$ cat src/swtq_pkg.sv
`default_nettype none
package swtq_pkg;

    localparam int TICK_W     = 63;
    localparam int ID_FIELD_W = 8;
    localparam int ID_MAX_W   = 16;

    localparam int DEPTH_DEF    = 16;
    localparam int ID_WIDTH_DEF = 8;

    localparam logic OP_INSERT = 1'b0;
    localparam logic OP_CHECK  = 1'b1;

    typedef struct packed {
        logic                  operation;
        logic [ID_FIELD_W-1:0] waiter_id;
        logic [TICK_W-1:0]     wake_tick;
        logic [TICK_W-1:0]     now_tick;
    } t_req;

    typedef struct packed {
        logic [ID_FIELD_W-1:0] released_id;
        logic                  released_valid;
        logic                  insert_rejected;
        logic                  last_result;
    } t_rsp;

    // per-cycle command broadcast to every cell
    typedef struct packed {
        logic ins;   // sorted insert of the new entry
        logic shl;   // drop head, everything moves one toward the head
    } t_cell_ctl;

    typedef enum logic [1:0] {
        ST_IDLE  = 2'b01,
        ST_CHECK = 2'b10
    } t_state;

endpackage
`default_nettype wire

$ cat src/sorted_wakeup_timer_queue_top.sv
`default_nettype none
// Insert: response registered at the edge that takes the request; one insert per cycle
//   while each response is taken. Check: first response registered in the cycle after the
//   request, then one released waiter per cycle from the head cell while each is taken,
//   or a single empty response when nothing is due. Requests wait until the check is done.
// No request is taken while a registered response waits; reset empties queue and response.
module sorted_wakeup_timer_queue_top #(
    parameter int DEPTH    = swtq_pkg::DEPTH_DEF,
    parameter int ID_WIDTH = swtq_pkg::ID_WIDTH_DEF
) (
    input  wire logic           i_clk,
    input  wire logic           i_rst_n,
    input  wire logic           i_req_valid,
    output logic                o_req_ready,
    input  wire swtq_pkg::t_req i_req,
    output logic                o_rsp_valid,
    input  wire logic           i_rsp_ready,
    output swtq_pkg::t_rsp      o_rsp
);
    import swtq_pkg::*;

    t_state            r_state, n_state;
    logic [TICK_W-1:0] r_now, n_now;
    logic              r_out_vld, n_out_vld;
    t_rsp              r_out, n_out;

    t_cell_ctl         w_ctl;
    logic              w_vld  [DEPTH];
    logic [TICK_W-1:0] w_tick [DEPTH];
    logic [ID_WIDTH-1:0] w_id [DEPTH];
    logic              w_le   [DEPTH];
    logic              w_due  [DEPTH];

    logic [ID_MAX_W-1:0] w_in_id_ext;
    logic [ID_WIDTH-1:0] w_new_id;
    logic [ID_MAX_W-1:0] w_head_id_ext;

    logic w_acc, w_slot_free, w_full, w_is_ins, w_emit_chk;

    assign w_in_id_ext   = ID_MAX_W'(i_req.waiter_id);
    assign w_new_id      = w_in_id_ext[ID_WIDTH-1:0];
    assign w_head_id_ext = ID_MAX_W'(w_id[0]);

    assign w_full      = w_vld[DEPTH-1];
    assign w_slot_free = !r_out_vld || i_rsp_ready;
    assign o_req_ready = (r_state == ST_IDLE) && w_slot_free;
    assign w_acc       = i_req_valid && o_req_ready;
    assign w_is_ins    = w_acc && (i_req.operation == OP_INSERT);
    assign w_emit_chk  = (r_state == ST_CHECK) && w_slot_free;

    assign w_ctl.ins = w_is_ins && !w_full;
    assign w_ctl.shl = w_emit_chk && w_due[0];

    for (genvar g = 0; g < DEPTH; g++) begin : g_cell
        logic                w_pv, w_ple, w_nv;
        logic [TICK_W-1:0]   w_pt, w_nt;
        logic [ID_WIDTH-1:0] w_pi, w_ni;

        if (g == 0) begin : g_head
            assign w_pv  = 1'b0;
            assign w_pt  = '0;
            assign w_pi  = '0;
            assign w_ple = 1'b0;
        end else begin : g_body
            assign w_pv  = w_vld[g-1];
            assign w_pt  = w_tick[g-1];
            assign w_pi  = w_id[g-1];
            assign w_ple = w_le[g-1];
        end

        if (g == DEPTH-1) begin : g_tail
            assign w_nv = 1'b0;
            assign w_nt = '0;
            assign w_ni = '0;
        end else begin : g_inner
            assign w_nv = w_vld[g+1];
            assign w_nt = w_tick[g+1];
            assign w_ni = w_id[g+1];
        end

        swtq_cell #(
            .ID_WIDTH (ID_WIDTH)
        ) u_cell (
            .i_clk       (i_clk),
            .i_rst_n     (i_rst_n),
            .i_ctl       (w_ctl),
            .i_wake      (i_req.wake_tick),
            .i_new_id    (w_new_id),
            .i_now       (r_now),
            .i_prev_vld  (w_pv),
            .i_prev_tick (w_pt),
            .i_prev_id   (w_pi),
            .i_prev_le   (w_ple),
            .i_next_vld  (w_nv),
            .i_next_tick (w_nt),
            .i_next_id   (w_ni),
            .o_vld       (w_vld[g]),
            .o_tick      (w_tick[g]),
            .o_id        (w_id[g]),
            .o_le        (w_le[g]),
            .o_due       (w_due[g])
        );
    end

    always_comb begin
        n_state   = r_state;
        n_now     = r_now;
        n_out     = r_out;
        n_out_vld = r_out_vld && !i_rsp_ready;
        unique case (r_state)
            ST_IDLE: begin
                if (w_acc) begin
                    if (i_req.operation == OP_INSERT) begin
                        n_out_vld             = 1'b1;
                        n_out.released_id     = '0;
                        n_out.released_valid  = 1'b0;
                        n_out.insert_rejected = w_full;
                        n_out.last_result     = 1'b1;
                    end else begin
                        n_now   = i_req.now_tick;
                        n_state = ST_CHECK;
                    end
                end
            end
            ST_CHECK: begin
                if (w_slot_free) begin
                    n_out_vld             = 1'b1;
                    n_out.insert_rejected = 1'b0;
                    if (w_due[0]) begin
                        n_out.released_id    = w_head_id_ext[ID_FIELD_W-1:0];
                        n_out.released_valid = 1'b1;
                        // last when the next cell is not also due
                        n_out.last_result    = !w_due[1];
                        if (!w_due[1]) begin
                            n_state = ST_IDLE;
                        end
                    end else begin
                        n_out.released_id    = '0;
                        n_out.released_valid = 1'b0;
                        n_out.last_result    = 1'b1;
                        n_state              = ST_IDLE;
                    end
                end
            end
            default: begin
                n_state = ST_IDLE;
            end
        endcase
    end

    always_ff @(posedge i_clk) begin
        if (!i_rst_n) begin
            r_state   <= ST_IDLE;
            r_out_vld <= 1'b0;
        end else begin
            r_state   <= n_state;
            r_out_vld <= n_out_vld;
        end
    end

    always_ff @(posedge i_clk) begin
        r_now <= n_now;
        r_out <= n_out;
    end

    assign o_rsp_valid = r_out_vld;
    assign o_rsp       = r_out;

endmodule
`default_nettype wire

$ cat src/swtq_cell.sv
`default_nettype none
module swtq_cell #(
    parameter int ID_WIDTH = swtq_pkg::ID_WIDTH_DEF
) (
    input  wire logic                        i_clk,
    input  wire logic                        i_rst_n,
    input  wire swtq_pkg::t_cell_ctl         i_ctl,
    input  wire logic [swtq_pkg::TICK_W-1:0] i_wake,
    input  wire logic [ID_WIDTH-1:0]         i_new_id,
    input  wire logic [swtq_pkg::TICK_W-1:0] i_now,
    // neighbor toward the head
    input  wire logic                        i_prev_vld,
    input  wire logic [swtq_pkg::TICK_W-1:0] i_prev_tick,
    input  wire logic [ID_WIDTH-1:0]         i_prev_id,
    input  wire logic                        i_prev_le,
    // neighbor toward the tail
    input  wire logic                        i_next_vld,
    input  wire logic [swtq_pkg::TICK_W-1:0] i_next_tick,
    input  wire logic [ID_WIDTH-1:0]         i_next_id,
    output logic                             o_vld,
    output logic [swtq_pkg::TICK_W-1:0]      o_tick,
    output logic [ID_WIDTH-1:0]              o_id,
    output logic                             o_le,
    output logic                             o_due
);
    import swtq_pkg::*;

    logic                r_vld, n_vld;
    logic [TICK_W-1:0]   r_tick, n_tick;
    logic [ID_WIDTH-1:0] r_id, n_id;

    // new entry belongs at or before this slot
    assign o_le  = !r_vld || (i_wake <= r_tick);
    assign o_due = r_vld && (r_tick <= i_now);

    always_comb begin
        n_vld  = r_vld;
        n_tick = r_tick;
        n_id   = r_id;
        if (i_ctl.ins) begin
            if (i_prev_le) begin
                n_vld  = i_prev_vld;
                n_tick = i_prev_tick;
                n_id   = i_prev_id;
            end else if (o_le) begin
                n_vld  = 1'b1;
                n_tick = i_wake;
                n_id   = i_new_id;
            end
        end else if (i_ctl.shl) begin
            n_vld  = i_next_vld;
            n_tick = i_next_tick;
            n_id   = i_next_id;
        end
    end

    always_ff @(posedge i_clk) begin
        if (!i_rst_n) begin
            r_vld <= 1'b0;
        end else begin
            r_vld <= n_vld;
        end
    end

    always_ff @(posedge i_clk) begin
        r_tick <= n_tick;
        r_id   <= n_id;
    end

    assign o_vld  = r_vld;
    assign o_tick = r_tick;
    assign o_id   = r_id;

endmodule
`default_nettype wire
$ cat config.mk
export PLATFORM = sky130hd
export DESIGN_NAME = sorted_wakeup_timer_queue_top
export DESIGN_NICKNAME = d
export VERILOG_FILES = /design/src/swtq_pkg.sv /design/src/sorted_wakeup_timer_queue_top.sv /design/src/swtq_cell.sv
export SDC_FILE = /design/constraint.sdc
export NUM_CORES = 2
export LEC_CHECK = 0
export BUFFER_PORTS_ARGS = -buffer_cell sky130_fd_sc_hd__buf_2
export CELL_PAD_IN_SITES_DETAIL_PLACEMENT = 1
export CELL_PAD_IN_SITES_GLOBAL_PLACEMENT = 1
export CORE_ASPECT_RATIO = 0.7
export CORE_MARGIN = 10
export CORE_UTILIZATION = 45
export DETAILED_ROUTE_END_ITERATION = 10
export GPL_TIMING_DRIVEN = 1
export PLACE_DENSITY_LB_ADDON = 0.1
export SLEW_MARGIN = 30
export SYNTH_ARGS = -nofsm -noshare
export SYNTH_HDL_FRONTEND = slang
export SYNTH_SLANG_ARGS = --single-unit
$ cat constraint.sdc
create_clock -name i_clk -period 6.9 [get_ports i_clk]
set_input_delay 0.69 -clock i_clk [delete_from_list [all_inputs] [get_ports i_clk]]
set_output_delay 0.69 -clock i_clk [all_outputs]
set_load 0.05 [all_outputs]
==> flow_metrics.tcl <==
set metrics [dict create \
    run_status "finished, final reports clean" \
    synth_nets 10400 \
    grt-ovfl-total 0 \
    critPathArrivalTime_ns 6.38 \
    drv_cap 0 \
    die_w_um 550 \
    routedWlPerCell_um 32.2 \
    wl_mm 381 \
    grtUsageMet1 0.500 \
    maxSlewHeadroom 0.235 \
    syn_avg_cell_area_um2 9.59 \
    areaGrowthSynthToFinish_pct 9.50 \
    viasPerCell 6.64 \
    drive_gt1_frac 0.0701 \
    synth_top_cell_area_share 0.411 \
    ys_warn_count 0 \
    holdWs_ns 0.0322 \
    yosys.area.top_type "edfxtp_1" \
    rsz0062_at_grt "no" \
    dp_cells 11600 \
    rows 136 \
    setup_tns_ns 0 \
    ir_drop_v 0.000164 \
    worst-setup-path-type "flop to flop" \
    grt_pass1_wl_mm 548 \
    synth_edf_count 1210 \
    vias 78700 \
    startpoint_type "flop" \
    path_clk_slew_ns 0.07 \
    ys_seq_area_frac 0.415 \
    h-tree-depth 4 \
    fin_cells 11900 \
    die_h_um 391 \
    dieArea_mm2 0.215 \
    gp_congestion 0.936 \
    cts_buffer_depth 4 \
    power_leakage_nw 42.6 \
    drt_first_pass_iters 5 \
    clock_sinks 1229 \
    syn_inst 9223 \
    top_usage_layer "met1" \
    netlist_top_cells_count "1,210 x edfxtp_1, 1,085 x inv_1, 1,073 x ha_1" \
    grt_usage 0.341 \
    cts_root_buf "clkbuf_16" \
    antenna_found_initial 32 \
    fin_skew_ns 0.0627 \
    fp.coreArea_mm2 0.196 \
    end_kind "flop" \
    synth-main-ff-cell "edfxtp_1" \
    hold_class "input pin to flop" \
    use_met3 0.0965 \
    fmax_ghz 0.170 \
    synth-seq-cells 1229 \
    post_cts_buffers 0 \
    power.density_mw_per_mm2 233 \
    stdcell_area_mm2 0.0969 \
    grt_pass1_vias 78100 \
    period_share 0.855 \
    drtIter0Drc 10600 \
    async_reset_ff_frac 0 \
    initial_core_util 0.452 \
    dp.final_hpwl_mm 270 \
    finalHoldViolCount 0 \
    use_met2 0.474 \
    tritoncts "built" \
    layout.nets 10300 \
    post-route-drc-count 0 \
    tightest_slew_ns 1.15 \
    syn_area_mm2 0.0885 \
    ant_nets 0 \
    io_pins 152 \
    cts_buffers 151 \
    synth_area_leaders "edfxtp_1 41%, ha_1 15%, mux2i_1 5.2%" \
    setup-violations-final 0 \
    grt_start_max_net_pins 206 \
    synthDistinctLibCells 76 \
    path_max_fanout 33 \
    yosys.cell_count.top_type "edfxtp_1" \
    period_minus_slack_ns 5.90 \
    crit_required_ns 7.38 \
    portBuffers 151 \
    p_total_mw 22.6 \
    place_area_mm2 0.0923 \
    final_max_slew_viol_count 0 \
    clk_latency_ns 0.85 \
]
[stage by stage]
stage | setup slack [ns] | util
after CTS | 0.962 | 0.494
after floorplan | 0.00865 | -
after detailed placement | 0.360 | 0.471
after global routing | 1.13 | 0.495
after global placement | 0.478 | 0.470
final | 1.00 | 0.495
[worst paths after layout]
kind,slack (ns),start,cells past startpoint,to
hold / removal,0.03,i_req[52],1,r_now[52]
setup reg to reg,1.00,g_cell[10].u_cell.o_tick[62],13,g_cell[10].u_cell.o_tick[28]
setup / recovery,1.00,g_cell[10].u_cell.o_tick[62],13,g_cell[10].u_cell.o_tick[28]
hold reg to reg,0.55,r_state[1],2,r_state[1]
[logic make-up after synthesis]
logic type               synth area share
buffers and inverters              0.0784
flip-flops                          0.415
multiplexers                       0.0517
adder cells (fa/ha/maj)             0.152
AO/OA/AOI/OAI                       0.182
AND/OR/NAND/NOR                     0.121
[worst max-delay path, cell delays in order (launching register included)]
cell and delay, ns:
edfxtp_1 0.39, inv_1 0.17, ha_1 0.41, nand4_1 0.25
nor4_1 0.85, nand2_1 0.10, nor3_1 0.86, nand3_1 0.51
o21a_1 0.34, o21ai_4 0.36, nor2_1 0.27, a21oi_4 0.21
buf_4 0.44, buf_16 0.33
[what timing repair did]
item,4_1_cts,5_1_grt
resized for setup,0,0
hold buffers,6,0
hold endpoints to repair,6,0
[flip-flops by register name, summed over array words and instances, names as in the netlist]
| name | flops |
|---|---|
| r_state | 2 |
| g_cell.u_cell.o_tick | 1008 |
| r_now | 63 |
| o_rsp | 11 |
| o_rsp_valid | 1 |
| g_cell.u_cell.o_vld | 16 |
| g_cell.u_cell.o_id | 128 |
[per-layer routing]
metal | part of all wire | routed length [um] | up-vias
met3 | 0.12 | 44700 | 638
met5 | 0.00024 | 92 | -
met4 | 0.040 | 15200 | 14
li1 | - | - | 34100
met1 | 0.44 | 169000 | 39800
met2 | 0.40 | 152000 | 4158
[final cells by class]
type                            count  area [um2]
Antenna cell                        7        17.5
Clock inverter                     60         442
Sequential cell                  1229       36700
Timing Repair Buffer              371        2960
Fill cell                       21900       99000
Multi-Input combinational cell   6293       45300
Inverter                         1086        4080
Clock buffer                      192        4040
Tap cell                         2622        3280
[placed cells by master (no fill, tap or decap), types with 337 or more instances in the layout]
cell | synthesis | final
o21ai_0 | 676 | 662
o221ai_1 | 385 | 385
inv_1 | 1085 | 1084
a21o_1 | 339 | 337
ha_1 | 1073 | 1073
nand3_1 | 525 | 525
nand2_1 | 1014 | 1012
mux2i_1 | 456 | 456
a21oi_1 | 484 | 473
edfxtp_1 | 1210 | 1210
[power by group]
group / switching (mW) / internal (mW) / total (mW)
clock: 3.47 / 4.34 / 7.81
sequential: 0.444 / 9.06 / 9.50
combinational: 3.62 / 1.64 / 5.26
total: 7.53 / 15.0 / 22.6
No activity file was read; power rests on OpenSTA's default activity.
